$ cat src/rtl/core/decal_pool_fifo_evict_fade_assert.svh
// ---------------------------------------------------------------------------
// decal pool assertion macros
// shared property wrappers, clocked on clk and disabled during rst
// ---------------------------------------------------------------------------
`ifndef DECAL_POOL_FIFO_EVICT_FADE_ASSERT_SVH
`define DECAL_POOL_FIFO_EVICT_FADE_ASSERT_SVH

// same-cycle implication
`define DPF_ASSERT_NOW(lbl, ante, cons) \
  lbl: assert property (@(posedge clk) disable iff (rst) (ante) |-> (cons)) \
    else $error("decal pool check failed");

// next-cycle implication
`define DPF_ASSERT_NEXT(lbl, ante, cons) \
  lbl: assert property (@(posedge clk) disable iff (rst) (ante) |=> (cons)) \
    else $error("decal pool check failed");

`endif

$ cat src/rtl/core/dpf_pkg.sv
// ---------------------------------------------------------------------------
// dpf_pkg
// shared types and constants of the decal pool
// ---------------------------------------------------------------------------
package dpf_pkg;

  localparam int unsigned POOL_ENTRIES_DEF = 64;
  localparam int unsigned IDX_OUT_W        = 6;
  localparam int unsigned LVL_W            = 7;
  localparam logic [LVL_W-1:0] LEVEL_MAX   = 7'd127;
  localparam logic [31:0] HOLD_RESET       = 32'd90000;
  localparam logic [31:0] FADE_RESET       = 32'd120000;

  // register indexes
  localparam logic CFG_HOLD = 1'b0;
  localparam logic CFG_FADE = 1'b1;

  // result kinds
  localparam logic [1:0] KIND_SPRAY = 2'd0;
  localparam logic [1:0] KIND_VIS   = 2'd1;
  localparam logic [1:0] KIND_EMPTY = 2'd2;

  // input mode
  localparam logic MODE_SPRAY = 1'b0;
  localparam logic MODE_TICK  = 1'b1;

  typedef struct packed {
    logic [31:0]        stamp;
    logic signed [19:0] cx;
    logic signed [19:0] cy;
    logic signed [19:0] cz;
    logic [11:0]        rad;
    logic [LVL_W-1:0]   lvl;
    logic [7:0]         red;
    logic [7:0]         green;
    logic [7:0]         blue;
    logic [7:0]         alpha;
  } entry_t;

  typedef struct packed {
    logic [1:0]           kind;
    logic [IDX_OUT_W-1:0] idx;
    logic [LVL_W-1:0]     lvl;
    logic                 ev;
    logic [7:0]           red;
    logic [7:0]           green;
    logic [7:0]           blue;
    logic [7:0]           alpha;
    logic                 last;
  } out_word_t;

  typedef struct packed {
    logic        start;
    logic [39:0] dividend;
    logic [31:0] divisor;
  } div_req_t;

endpackage

$ cat src/rtl/core/dpf_mul.sv
// ---------------------------------------------------------------------------
// dpf_mul
// shared 32x32 unsigned multiplier with registered product
// ---------------------------------------------------------------------------
module dpf_mul import dpf_pkg::*; (
  input  logic        clk,
  input  logic [31:0] a,
  input  logic [31:0] b,
  output logic [63:0] p
);

  always_ff @(posedge clk) begin
    p <= a * b;
  end

endmodule

$ cat config.mk
export PLATFORM = sky130hd
export DESIGN_NAME = dpf_mul
export DESIGN_NICKNAME = d
export VERILOG_FILES = /design/src/rtl/core/decal_pool_fifo_evict_fade_assert.svh /design/src/rtl/core/dpf_pkg.sv /design/src/rtl/core/dpf_mul.sv
export SDC_FILE = /design/constraint.sdc
export NUM_CORES = 2
export LEC_CHECK = 0
export BUFFER_PORTS_ARGS = -buffer_cell sky130_fd_sc_hd__buf_2
export CORE_MARGIN = 4
export CORE_UTILIZATION = 45
export CTS_BUF_LIST = sky130_fd_sc_hd__clkbuf_8
export CTS_CLUSTER_DIAMETER = 30
export DETAILED_ROUTE_END_ITERATION = 16
export HOLD_SLACK_MARGIN = 0.15
export SLEW_MARGIN = 20
export SYNTH_ARGS = -nofsm -noshare
export SYNTH_HDL_FRONTEND = slang
export SYNTH_SLANG_ARGS = --single-unit
$ cat constraint.sdc
create_clock -name clk -period 10.4 [get_ports clk]
set_clock_uncertainty 0.1 [all_clocks]
set_input_delay 2.08 -clock clk [delete_from_list [all_inputs] [get_ports clk]]
set_output_delay 2.08 -clock clk [all_outputs]
set_load 0.05 [all_outputs]
Word-level counts from Yosys, hierarchy flattened
Index checks and enable logic that the tools add are counted.
Storage, ports and cells
  word-level logic and storage cells: 2
  input bits: 65
  register bits: 64
Operators by class
  $mul: 1
Operators by type and width (number)
  multiplier 32 x 32 -> 64 bit: 1

Logic depth before layout (Yosys ltp)
  word-level depth: 1
  depth in mapped cells: 29
  mapped depth without buffers: 27

Least setup slack after synthesis
No wires, ideal clock.
  path kind: in2reg
  start point: in a[25]
  end point: reg p[62]
  arrival time: 8.761 ns
  library setup time: 0.072 ns
  stages: 25
  required time: 10.228 ns
  setup slack: 1.467 ns
  buffers on the path: 2
  cells stage by stage: clkbuf_1 -> nand2_1 -> fa_1 -> inv_1 -> fa_1 -> inv_1 -> fa_1 -> inv_1 -> fa_1 -> fa_1 -> fa_1 -> fa_1 -> inv_1 -> fa_1 -> inv_1 -> ha_1 -> buf_2 -> nand4_1 -> or4_1 -> or3_1 -> a31oi_1 -> a31o_2 -> a211oi_1 -> o21ai_1 -> xor2_1
On the way
  word-level cells in the longest chain between the ends: 1
RTL lines
  start, declared: line dpf_mul.sv:7  | input logic [31:0] a,
  multiplier 32 x 32 -> 64 bit: line dpf_mul.sv:13  | p <= a * b;
  end signal, assigned: line dpf_mul.sv:13
  end, declared: line dpf_mul.sv:9  | output logic [63:0] p
Every way passes these cells.

Final worst setup path
  start point: in a[19]
  end point: reg p[62]
Same word-level chain as after synthesis.

==> results summary <==
The synthesized area per cell came out at 9.25 µm². The net count of the mapped netlist is 4972. STA classifies the critical path endpoint as a flip-flop. At the pin with the least slew margin, the transition time is 822 ps. The count of antenna-violating nets left after detailed routing is 0.

The half-perimeter wire length after placement came out at 78.2 mm. The fraction of the mapped netlist area in simple logic gates came out at 17.6%. The core outline area came out at 76200 µm². The number of DRC markers after the initial detailed-route iteration came out at 1226.

In the final layout, the registers with the most flip-flops are p: 64 flops. The number of hold buffers added after CTS is 0. Of all nets on the critical path, the largest fanout is 17. The total wirelength of the detailed-routed design is 95.0 mm. The number of storage elements in the synthesis netlist is 64.

The floorplan step defined a die boundary enclosing 81600 µm². The count of H-tree levels built during CTS came out at 3. The post-synthesis instance area came out at 34700 µm². The share of flip-flops with an asynchronous set or reset is 0%. The number of enable-type register cells in the synthesized netlist came out at 0. The buffer count from post-CTS setup fixing is 0. The maximum count of clock buffers along a single path came out at 2. Setup repair after global routing left no endpoint under its margin. Once the floorplan was initialized, standard cells occupied 45.5% of the core. The kind of path behind the tightest hold check is primary input to flip-flop.

The clock transition at the registers of the reported paths came out at 80 ps. Data on the critical path is required at its endpoint by 10580 ps. Data arrives at the worst endpoint at 9970 ps. TritonCTS built the clock tree. Of the available clock period, the critical path in the final layout requires 94.1%. Of the total synthesized cell area, the portion taken by XOR and XNOR cells is 1.52%. The mux cell area share after synthesis is 0.0289%.

Detailed routing inserted a total of 24400 vias. Subtracting the final worst setup slack from the clock period gives 9780 ps. At the end of routability-driven placement, the weighted congestion stood at 0.879.

The synthesized netlist devotes 61.2% of its cell area to adder and majority cells. The proportion of synthesized chip area in sequential cells is 3.69%. The maximum number of pins on one net before global-route repair came out at 33. Port buffering added 128 buffers. Clock tree synthesis found a total of 64 sinks.

The area growth from synthesis to layout is 4.77%. After detailed routing, the average wire length per cell comes to 20.0 µm. The count of yosys warnings during synthesis came out at 0. The number of pins exceeding their max-slew limit in the final report is 0. The fill cell instance count of the final layout came out at 7394. The register with the most flip-flops in the layout has 64 of them. Leaving out fill and tap cells, the most frequent cell in the layout is sky130_fd_sc_hd__fa_1. The most frequently used flop master after synthesis is sky130_fd_sc_hd__dfxtp_1. The number of I/O pins came out at 129. The worst relative slew slack is 45.2%. Across every metal layer, demand over resource in global routing totals 24.3%. Summing the areas of all compound-gate instances in the mapped netlist gives 4.15% of the synthesized area. The max-cap check violation count came out at 0. The count of final setup violators came out at 0. CTS placed an instance of sky130_fd_sc_hd__clkbuf_8 at the clock tree root. The share of cells above drive strength 1 is 5.46%. The vias per cell came out at 5.15. Counting the buffers created by CTS gives 9.

The initial antenna violation count is 5. The cell row count came out at 101. The top cell types in the final layout, fill and taps aside, are 896 x sky130_fd_sc_hd__fa_1, 866 x sky130_fd_sc_hd__inv_1, 602 x sky130_fd_sc_hd__and2_1. The count of endpoints failing hold in the final timing report came out at 0. The die span in y came out at 286 µm. The total global routing overflow came out at 0. The highest clock rate came out at 0.102 GHz. The total DRC errors in the routed layout came out at 0. The first-pass GRT wire length came out at 155 mm. The aggregate negative setup slack came out at 0 ps. The main combinational cell family by area after synthesis is adder cells.

The via count of the first global-routing pass came to 27200. By startpoint and endpoint, the worst setup path is classified as primary input to flip-flop. The die boundary width came out at 286 µm. The length of the first detailed-routing pass in iterations is 5.

The post-cts gate resize count is 0. The number of nets in the finished design came out at 4934. More flip-flops sit in one register than any other, and that register is p.

The worst setup path is launched from a primary input. The cell count after synthesis came out at 3748. The run finished with clean final reports. The number of library cell types mapped by synthesis is 57.
-- critical path: stages --
cell and delay, ps:
sky130_fd_sc_hd__buf_2 390, sky130_fd_sc_hd__buf_4 350, sky130_fd_sc_hd__and2_1 190, sky130_fd_sc_hd__fa_1 440, sky130_fd_sc_hd__fa_1 510, sky130_fd_sc_hd__inv_1 50, sky130_fd_sc_hd__fa_1 480, sky130_fd_sc_hd__fa_1 530
sky130_fd_sc_hd__inv_1 60, sky130_fd_sc_hd__fa_1 580, sky130_fd_sc_hd__fa_1 450, sky130_fd_sc_hd__fa_1 500, sky130_fd_sc_hd__inv_1 50, sky130_fd_sc_hd__fa_1 470, sky130_fd_sc_hd__inv_1 40, sky130_fd_sc_hd__ha_1 430
sky130_fd_sc_hd__nand4_1 230, sky130_fd_sc_hd__or4_1 470, sky130_fd_sc_hd__or3_1 360, sky130_fd_sc_hd__a31oi_1 560, sky130_fd_sc_hd__a31o_2 310, sky130_fd_sc_hd__a211oi_1 100, sky130_fd_sc_hd__o21ai_1 180, sky130_fd_sc_hd__xor2_1 150
-- cell type report --
class,count,area [µm²],area share (%)
repair buffers,171,963,2.65
inverters,865,3250,8.94
diodes,1,2.50,0.00689
flip-flops and latches,64,1280,3.53
clock buffers,11,151,0.417
well taps,1030,1290,3.55
clock inverters,5,80.1,0.220
multi-input cells,2599,29300,80.7
-- path summary, 6_finish.rpt --
kind	cells past startpoint	end	slack, ps	start
max	24	p[62]$_DFF_P_	620	a[19]
min	3	p[0]$_DFF_P_	2280	a[0]
-- per-stage QoR --
| stage | instance area (µm²) | hold WS, ps | std cells | utilization (%) | setup WS (ps) |
|---|---|---|---|---|---|
| finish | 36300 | 2280 | 4746 | 47.7 | 615 |
| CTS | 36300 | 2260 | 4745 | 47.7 | 708 |
| detailed placement | 36100 | 2450 | 4729 | 47.4 | 330 |
| global route | 36300 | 2260 | 4746 | 47.7 | 251 |
| global placement | 36100 | 2450 | 4729 | 47.4 | 467 |
| floorplan | 34700 | 2110 | 3748 | - | 1470 |
-- metal layers --
metal	track usage (%)	vias to the layer above	wire length, µm
met5	0	-	42
met3	2.52	150	3650
met4	7.01	6	3300
met2	45.2	581	51500
li1	-	10800	-
met1	29.9	13000	36500
-- synthesized netlist by cell type, drive strengths merged, types with 4 or more instances --
master  count  area, µm²
inv       865       3250
o21bai     11       86.3
clkbuf    213        800
nor2       20       75.1
a221oi      4       87.6
fa        896      17900
and2      602       3770
a221o       4       40.0
nand3      10       50.1
nand4      23        144
xnor2      35        307
buf         7       33.8
dfxtp      64       1280
o31ai       5       78.8
a31oi      12       75.1
and3       14       87.6
nand2     480       1800
nor3        7       35.0
a21o       40        300
ha        263       3290
a21oi      66        342
o21ai      26        130
o21a        9       67.6
xor2       25        219
-- kinds of logic (layout without fill, tap and decap cells) --
logic type               count (synthesis)  count (layout)
AND/OR/NAND/NOR                       1177            1177
XOR/XNOR                                60              60
adder cells (fa/ha/maj)               1159            1159
other                                    0               1
multiplexers                             1               1
AO/OA/AOI/OAI                          202             202
buffers and inverters                 1085            1052
flip-flops                              64              64
Power is left out: the tool's default activity adds up to more than one toggle a clock period on the data nets, which glitch-free logic cannot reach.
