[config.mk]
export PLATFORM = sky130hd
export DESIGN_NAME = dpf_div
export DESIGN_NICKNAME = d
export VERILOG_FILES = /design/src/rtl/core/decal_pool_fifo_evict_fade_assert.svh /design/src/rtl/core/dpf_pkg.sv /design/src/rtl/core/dpf_div.sv
export SDC_FILE = /design/constraint.sdc
export NUM_CORES = 1
export LEC_CHECK = 0
export BUFFER_PORTS_ARGS = -buffer_cell sky130_fd_sc_hd__buf_2
export CAP_MARGIN = 25
export CORE_MARGIN = 5
export CORE_UTILIZATION = 58
export DETAILED_ROUTE_END_ITERATION = 10
export HOLD_SLACK_MARGIN = 0.03
export PLACE_DENSITY_LB_ADDON = 0.05
export SLEW_MARGIN = 5
export SYNTH_ARGS = -nofsm -noshare
export SYNTH_HDL_FRONTEND = slang
export SYNTH_SLANG_ARGS = --single-unit
[constraint.sdc]
create_clock -name clk -period 3.4 [get_ports clk]
set_clock_uncertainty 0.15 [all_clocks]
set_input_delay 0 -clock clk [delete_from_list [all_inputs] [get_ports clk]]
set_output_delay 0 -clock clk [all_outputs]
set_load 0.02 [all_outputs]
[src/rtl/core/decal_pool_fifo_evict_fade_assert.svh]
// ---------------------------------------------------------------------------
// decal pool assertion macros
// shared property wrappers, clocked on clk and disabled during rst
// ---------------------------------------------------------------------------
`ifndef DECAL_POOL_FIFO_EVICT_FADE_ASSERT_SVH
`define DECAL_POOL_FIFO_EVICT_FADE_ASSERT_SVH

// same-cycle implication
`define DPF_ASSERT_NOW(lbl, ante, cons) \
  lbl: assert property (@(posedge clk) disable iff (rst) (ante) |-> (cons)) \
    else $error("decal pool check failed");

// next-cycle implication
`define DPF_ASSERT_NEXT(lbl, ante, cons) \
  lbl: assert property (@(posedge clk) disable iff (rst) (ante) |=> (cons)) \
    else $error("decal pool check failed");

`endif

[src/rtl/core/dpf_pkg.sv]
// ---------------------------------------------------------------------------
// dpf_pkg
// shared types and constants of the decal pool
// ---------------------------------------------------------------------------
package dpf_pkg;

  localparam int unsigned POOL_ENTRIES_DEF = 64;
  localparam int unsigned IDX_OUT_W        = 6;
  localparam int unsigned LVL_W            = 7;
  localparam logic [LVL_W-1:0] LEVEL_MAX   = 7'd127;
  localparam logic [31:0] HOLD_RESET       = 32'd90000;
  localparam logic [31:0] FADE_RESET       = 32'd120000;

  // register indexes
  localparam logic CFG_HOLD = 1'b0;
  localparam logic CFG_FADE = 1'b1;

  // result kinds
  localparam logic [1:0] KIND_SPRAY = 2'd0;
  localparam logic [1:0] KIND_VIS   = 2'd1;
  localparam logic [1:0] KIND_EMPTY = 2'd2;

  // input mode
  localparam logic MODE_SPRAY = 1'b0;
  localparam logic MODE_TICK  = 1'b1;

  typedef struct packed {
    logic [31:0]        stamp;
    logic signed [19:0] cx;
    logic signed [19:0] cy;
    logic signed [19:0] cz;
    logic [11:0]        rad;
    logic [LVL_W-1:0]   lvl;
    logic [7:0]         red;
    logic [7:0]         green;
    logic [7:0]         blue;
    logic [7:0]         alpha;
  } entry_t;

  typedef struct packed {
    logic [1:0]           kind;
    logic [IDX_OUT_W-1:0] idx;
    logic [LVL_W-1:0]     lvl;
    logic                 ev;
    logic [7:0]           red;
    logic [7:0]           green;
    logic [7:0]           blue;
    logic [7:0]           alpha;
    logic                 last;
  } out_word_t;

  typedef struct packed {
    logic        start;
    logic [39:0] dividend;
    logic [31:0] divisor;
  } div_req_t;

endpackage

[src/rtl/core/dpf_div.sv]
// ---------------------------------------------------------------------------
// dpf_div
// restoring divider, one quotient bit per cycle, 8-bit quotient
// dividend must be below 256 times the divisor
// ---------------------------------------------------------------------------
module dpf_div import dpf_pkg::*; (
  input  logic     clk,
  input  logic     rst,
  input  div_req_t req,
  output logic     busy,
  output logic [7:0] quot
);

  logic [3:0]  steps;
  logic [31:0] rem;
  logic [7:0]  low;
  logic [31:0] den;
  logic [32:0] trial;

  assign trial = {rem, low[7]};
  assign busy  = (steps != 4'd0);

  always_ff @(posedge clk) begin
    if (rst) begin
      steps <= 4'd0;
    end else if (req.start) begin
      steps <= 4'd8;
    end else if (busy) begin
      steps <= steps - 4'd1;
    end
  end

  always_ff @(posedge clk) begin
    if (req.start) begin
      rem <= req.dividend[39:8];
      low <= req.dividend[7:0];
      den <= req.divisor;
    end else if (busy) begin
      low <= {low[6:0], 1'b0};
      if (trial >= {1'b0, den}) begin
        rem  <= 32'(trial - {1'b0, den});
        quot <= {quot[6:0], 1'b1};
      end else begin
        rem  <= trial[31:0];
        quot <= {quot[6:0], 1'b0};
      end
    end
  end

endmodule

# Word-level counts from Yosys, hierarchy flattened
# Cells that the tools add are included.
# op_classes
add_sub_neg	2
n_lt_le_gt_ge	1
mux	8
n_bitwise	1
n_reduce_logical	4
# ops
op	count
2-to-1 mux 32 bit	3
>= comparator 33 x 32 -> 1 bit	1
subtractor 32 bit	1
2-to-1 mux 8 bit	2
2-to-1 mux 4 bit	2
nonzero test 4 bit	1
subtractor 4 x 1 -> 4 bit, second input constant	1
AND reduction 2 bit	1
nonzero test 2 bit	1
OR reduction 2 bit	1
2-to-1 mux 1 bit	1
inverter 1 bit	1
# totals
ff_bits	84
inputBits	75
out_inout_bits	9
wordCells	22

# Depth between registers and ports, before layout
# logic_depth
word_depth	4
ltp_mapped	13
mapped_depth_nobuf	12

# Worst setup path after synthesis
# OpenSTA, ideal clock, no wires.
# synth_path
kind	register to register
startpoint	reg low[7]
endpoint	reg rem[22], data pin
setup_time_ns	0.265
t_arrival_ns	2.656
required_ns	2.985
setup_slack_ns	0.330
path_stages_with_launch	13
path_buffers	0
period_less_slack_ns	3.070
path_cell_list	edfxtp_1 inv_1 ha_1 inv_1 fa_1 a21o_1 a221oi_1 nor2_1 nor2_1 o21ai_0 or4b_1 nand3_1 o211ai_1
# synth_via
elab_chain_cells	4
elab_cells_between_ends	5
classes_between	1 x add/sub; 1 x order compare; 3 x mux
# synth_rtl
item	line	text
start, declared	dpf_div.sv:16	logic [7:0] low;
start signal, assigned	dpf_div.sv:36	low <= req.dividend[7:0];
start signal, assigned	dpf_div.sv:39	low <= {low[6:0], 1'b0};
subtractor 32 bit or >= comparator 33 x 32 -> 1 bit (tied branches)	dpf_div.sv:41, dpf_div.sv:40	
2-to-1 mux 32 bit (*)	dpf_div.sv:40	if (trial >= {1'b0, den}) begin
2-to-1 mux 32 bit (*)	dpf_div.sv:38	end else if (busy) begin
2-to-1 mux 32 bit (*)	dpf_div.sv:34	if (req.start) begin
end signal, assigned	dpf_div.sv:35	rem <= req.dividend[39:8];
end signal, assigned	dpf_div.sv:41	rem <= 32'(trial - {1'b0, den});
end signal, assigned	dpf_div.sv:44	rem <= trial[31:0];
end, declared	dpf_div.sv:15	logic [31:0] rem;
# Every way passes the cells marked *; elsewhere a longest branch is shown, timed or not. The select of a mux whose other input is x is not followed.
# A chain may end at the register's enable or synchronous reset.

# Worst setup path in the final report
# layout_path
startpoint	reg rem[19]
endpoint	reg rem[25], data pin
# layout_via
elab_chain_cells	4
elab_cells_between_ends	5
classes_between	1 x add/sub; 1 x order compare; 3 x mux
# layout_rtl
item	line
subtractor 32 bit or >= comparator 33 x 32 -> 1 bit (tied branches)	dpf_div.sv:41, dpf_div.sv:40
2-to-1 mux 32 bit (*)	dpf_div.sv:40
2-to-1 mux 32 bit (*)	dpf_div.sv:38
2-to-1 mux 32 bit (*)	dpf_div.sv:34
# Marks and branches as above.

==> flow_summary_export.csv <==
group,metric,value,unit
run_status,status,"finished clean",
grt,track_usage,26.7,%
yosys,syn_nets,656,
final_layout,n_fill_cell,632,
worst_setup_path,critPathLaunchType,"register",
yosys,yosysUniqueCellTypes,67,
worst_setup_path,regToRegEndpoint,"rem[25]$_DFFE_PP_",
clock_network,clock_path_buffers,2,
timing,fin_crit_sh,94.8,%
floorplan,die-area,11500,sq um
final_layout,final_common_cell,"buf_2",
worst_setup_path,path_max_fanout,16,
yosys,synth_cells,546,
routing,detail-route-antenna-nets,0,
grt,antenna_found_initial,0,
routing,drc,0,
pwr,p_leak,2.96,nW
yosys,yosysSeqAreaShare,45.1,%
worst_setup_path,worstReg2RegStart,"rem[19]$_DFFE_PP_",
placement,dp_hpwl,10.0,mm
timing,maxSlewViolCount,0,
clock_network,cts-root-buf,"clkbuf_8",
worst_setup_path,required,3.36,ns
worst_setup_path,worstPathArrival,3.18,ns
yosys,ys_ff_latch,84,
routing,drt_wl_total,15.1,mm
routing,dr_total_vias,4945,
timing,worst_slack,0.176,ns
yosys,synthXorXnorAreaFrac,4.46,%
yosys,syn_area,5500,sq um
final_layout,areaGrowthSynthToFinish,29.3,%
grt,grt_pass1_vias,4996,
grt,grt_start_max_net_pins,41,
floorplan,die_w,107,um
yosys,synth-main-ff-cell,"edfxtp_1",
hold_path,min_path_type,"in -> reg",
routing,drtIter0Drc,391,
clock_network,clk_latency,0.37,ns
grt,gr-total-overflow,0,
floorplan,num_rows,35,
clock_network,numCtsBuffers,9,
worst_setup_path,r2r_cells,10,
yosys,synth_top_family_by_area,"compound AO/OA/AOI/OAI gates",
hold_path,hp-start,"req[23]",
yosys,synthMuxAreaShare,1.80,%
worst_setup_path,path_class,"reg -> reg",
timing,setup_viol,0,
yosys,synth_edf_count,80,
timing,relSlewSlack,54.9,%
placement,io_buffers,83,
timing,tightest_slew,0.676,ns
worst_setup_path,worstSetupEndpointType,"register",
clock_network,path_clk_slew,0.09,ns
routing,firstDrtPassIters,5,
hold_path,whs_path_depth,2,
pwr,ir_worst_vdd,0.419,mV
final_layout,nets,824,
routing,vias_per_cell,5.83,
floorplan,coreArea,9240,sq um
timing,fmax,0.310,GHz
yosys,yosys_warnings,0,
yosys,yosys.area_share.adder,8.10,%
placement,place.gp.congestion,0.948,
timing,finalCriticalPeriod,3.22,ns
placement,pre_cts_slack,0.134,ns
yosys,async_flop_share,0,%
final_layout,layout_common_cells,"buf_2 (83), edfxtp_1 (80), dlygate4sd3_1 (74)",
timing,hold_viol,0,
yosys,synth_area_per_cell,10.1,sq um
floorplan,num_io_pins,84,
final_layout,num_antenna_cells,0,
timing,rsz0062_at_grt,"false",
floorplan,die_height,107,um
timing,setup_tns,0,ns
hold_path,whs_endpoint,"den[23]$_DFFE_PP_",
yosys,synth_compound_area_share,20.3,%
yosys,synthSimpleGateAreaFrac,14.3,%
routing,wl_per_cell,17.8,um
flow_run,cap_viol_max_count,0,
floorplan,start_util,59.5,%
clock_network,h-tree-depth,3,
grt,grt_pass1_wl,24.3,mm
clock_network,cts.sinks,84,
final_layout,drive_gt1_share,20.6,%
worst_setup_path,reg2reg_slack,0.18,ns
clock_network,cts_tree,"built",
pwr,p_total,5.51,mW
pwr,powerDensity,775,nW/um^2
-- cell type report --
| type | instances | area (sq um) | area share [%] |
|---|---|---|---|
| clock buffer | 10 | 138 | 1.93 |
| clock inverter | 6 | 46.3 | 0.651 |
| timing repair buffer | 185 | 1380 | 19.4 |
| sequential | 84 | 2480 | 34.9 |
| multi-input combinational | 388 | 2730 | 38.3 |
| inverter | 46 | 175 | 2.46 |
| tap | 129 | 161 | 2.27 |
-- flip-flops by register name, summed over array words and instances, names as in the netlist --
| signal | flops |
|---|---|
| den | 32 |
| rem | 32 |
| low | 8 |
| quot | 8 |
| steps | 4 |
-- power by group --
group / internal (mW) / switching [mW]
sequential: 1.49 / 0.155
combinational: 1.35 / 1.83
clock: 0.290 / 0.392
-- synth_stat cells, types with 3 or more instances --
library cell | count | area, sq um
edfxtp_1 | 80 | 2400
inv_1 | 45 | 169
nor2_1 | 37 | 139
ha_1 | 34 | 425
a21oi_1 | 33 | 165
nand2_1 | 31 | 116
o21ai_0 | 26 | 130
nand3_1 | 24 | 120
clkbuf_1 | 18 | 67.6
xnor2_1 | 18 | 158
a21o_1 | 16 | 120
a31oi_1 | 15 | 93.8
and2_1 | 13 | 81.3
nand4_1 | 13 | 81.3
nor3_1 | 13 | 65.1
o31ai_1 | 11 | 82.6
xor2_1 | 10 | 87.6
o311ai_0 | 9 | 78.8
a41oi_1 | 8 | 70.1
mux2_2 | 7 | 78.8
buf_2 | 6 | 30.0
a211oi_1 | 5 | 37.5
and3_1 | 4 | 25.0
dfxtp_1 | 4 | 80.1
nand2b_1 | 4 | 25.0
buf_6 | 3 | 33.8
nor2b_1 | 3 | 18.8
o21a_1 | 3 | 22.5
o21bai_1 | 3 | 22.5
o22ai_1 | 3 | 18.8
o41ai_1 | 3 | 26.3
or3_1 | 3 | 18.8
-- worst max path at each step --
stage | endpoint | cells after the start | slack (ns) | from
3_5_place_dp | rem[15]$_DFFE_PP_ | 9 | 0.13 | rem[23]$_DFFE_PP_
5_1_grt | rem[22]$_DFFE_PP_ | 12 | 0.02 | low[7]$_DFFE_PP_
4_1_cts | rem[22]$_DFFE_PP_ | 12 | 0.12 | low[7]$_DFFE_PP_
6_report | rem[25]$_DFFE_PP_ | 10 | 0.18 | rem[19]$_DFFE_PP_
3_3_place_gp | rem[22]$_DFFE_PP_ | 12 | 0.22 | low[7]$_DFFE_PP_
2_1_floorplan | rem[22]$_DFFE_PP_ | 12 | 0.33 | low[7]$_DFFE_PP_
-- cells by family (layout without fill, tap and decap cells) --
| family | after synthesis | count (layout) |
|---|---|---|
| adders and majority gates | 35 | 35 |
| DFF | 84 | 84 |
| muxes | 9 | 9 |
| buffers and inverters | 75 | 247 |
| AOI/OAI and AO/OA | 160 | 160 |
| xor gates and xnor gates | 28 | 28 |
| and+or+nand+nor | 155 | 156 |
-- layer usage --
layer | routed length, um | up-vias | track usage, %
met2 | 7640 | 192 | 47.4
li1 | - | 2393 | -
met5 | 0 | - | 0
met1 | 6270 | 2337 | 33.0
met3 | 924 | 23 | 4.80
met4 | 228 | 0 | 7.84
-- worst max-delay path, stage by stage, from the launching register on --
cell and delay [ns]:
edfxtp_1 0.40, ha_1 0.41, and2_4 0.20, a22o_1 0.22, nor3b_2 0.18, nor4_1 0.08
o41a_1 0.48, o211a_4 0.38, nor2_8 0.23, buf_12 0.15, o31ai_1 0.08
-- timing repair --
action | CTS | global route
hold buffers | 74 | 0
endpoints found under the hold margin | 86 | 0
endpoints found under the setup margin | 0 | 12
gates resized for setup | 0 | 7
buffers inserted | 0 | 1
-- stage by stage --
step                      util [%]  cell area, sq um  hold WS (ns)  cells
after floorplan                  -              5500       -0.0809    546
after global placement        66.3              6130        0.0263    756
after detailed placement      66.3              6130        0.0281    756
after CTS                     76.3              7050         0.172    846
after global routing          77.0              7110         0.178    848
final                         77.0              7110         0.188    848
Note: power is estimated with default switching activity, not from simulation.
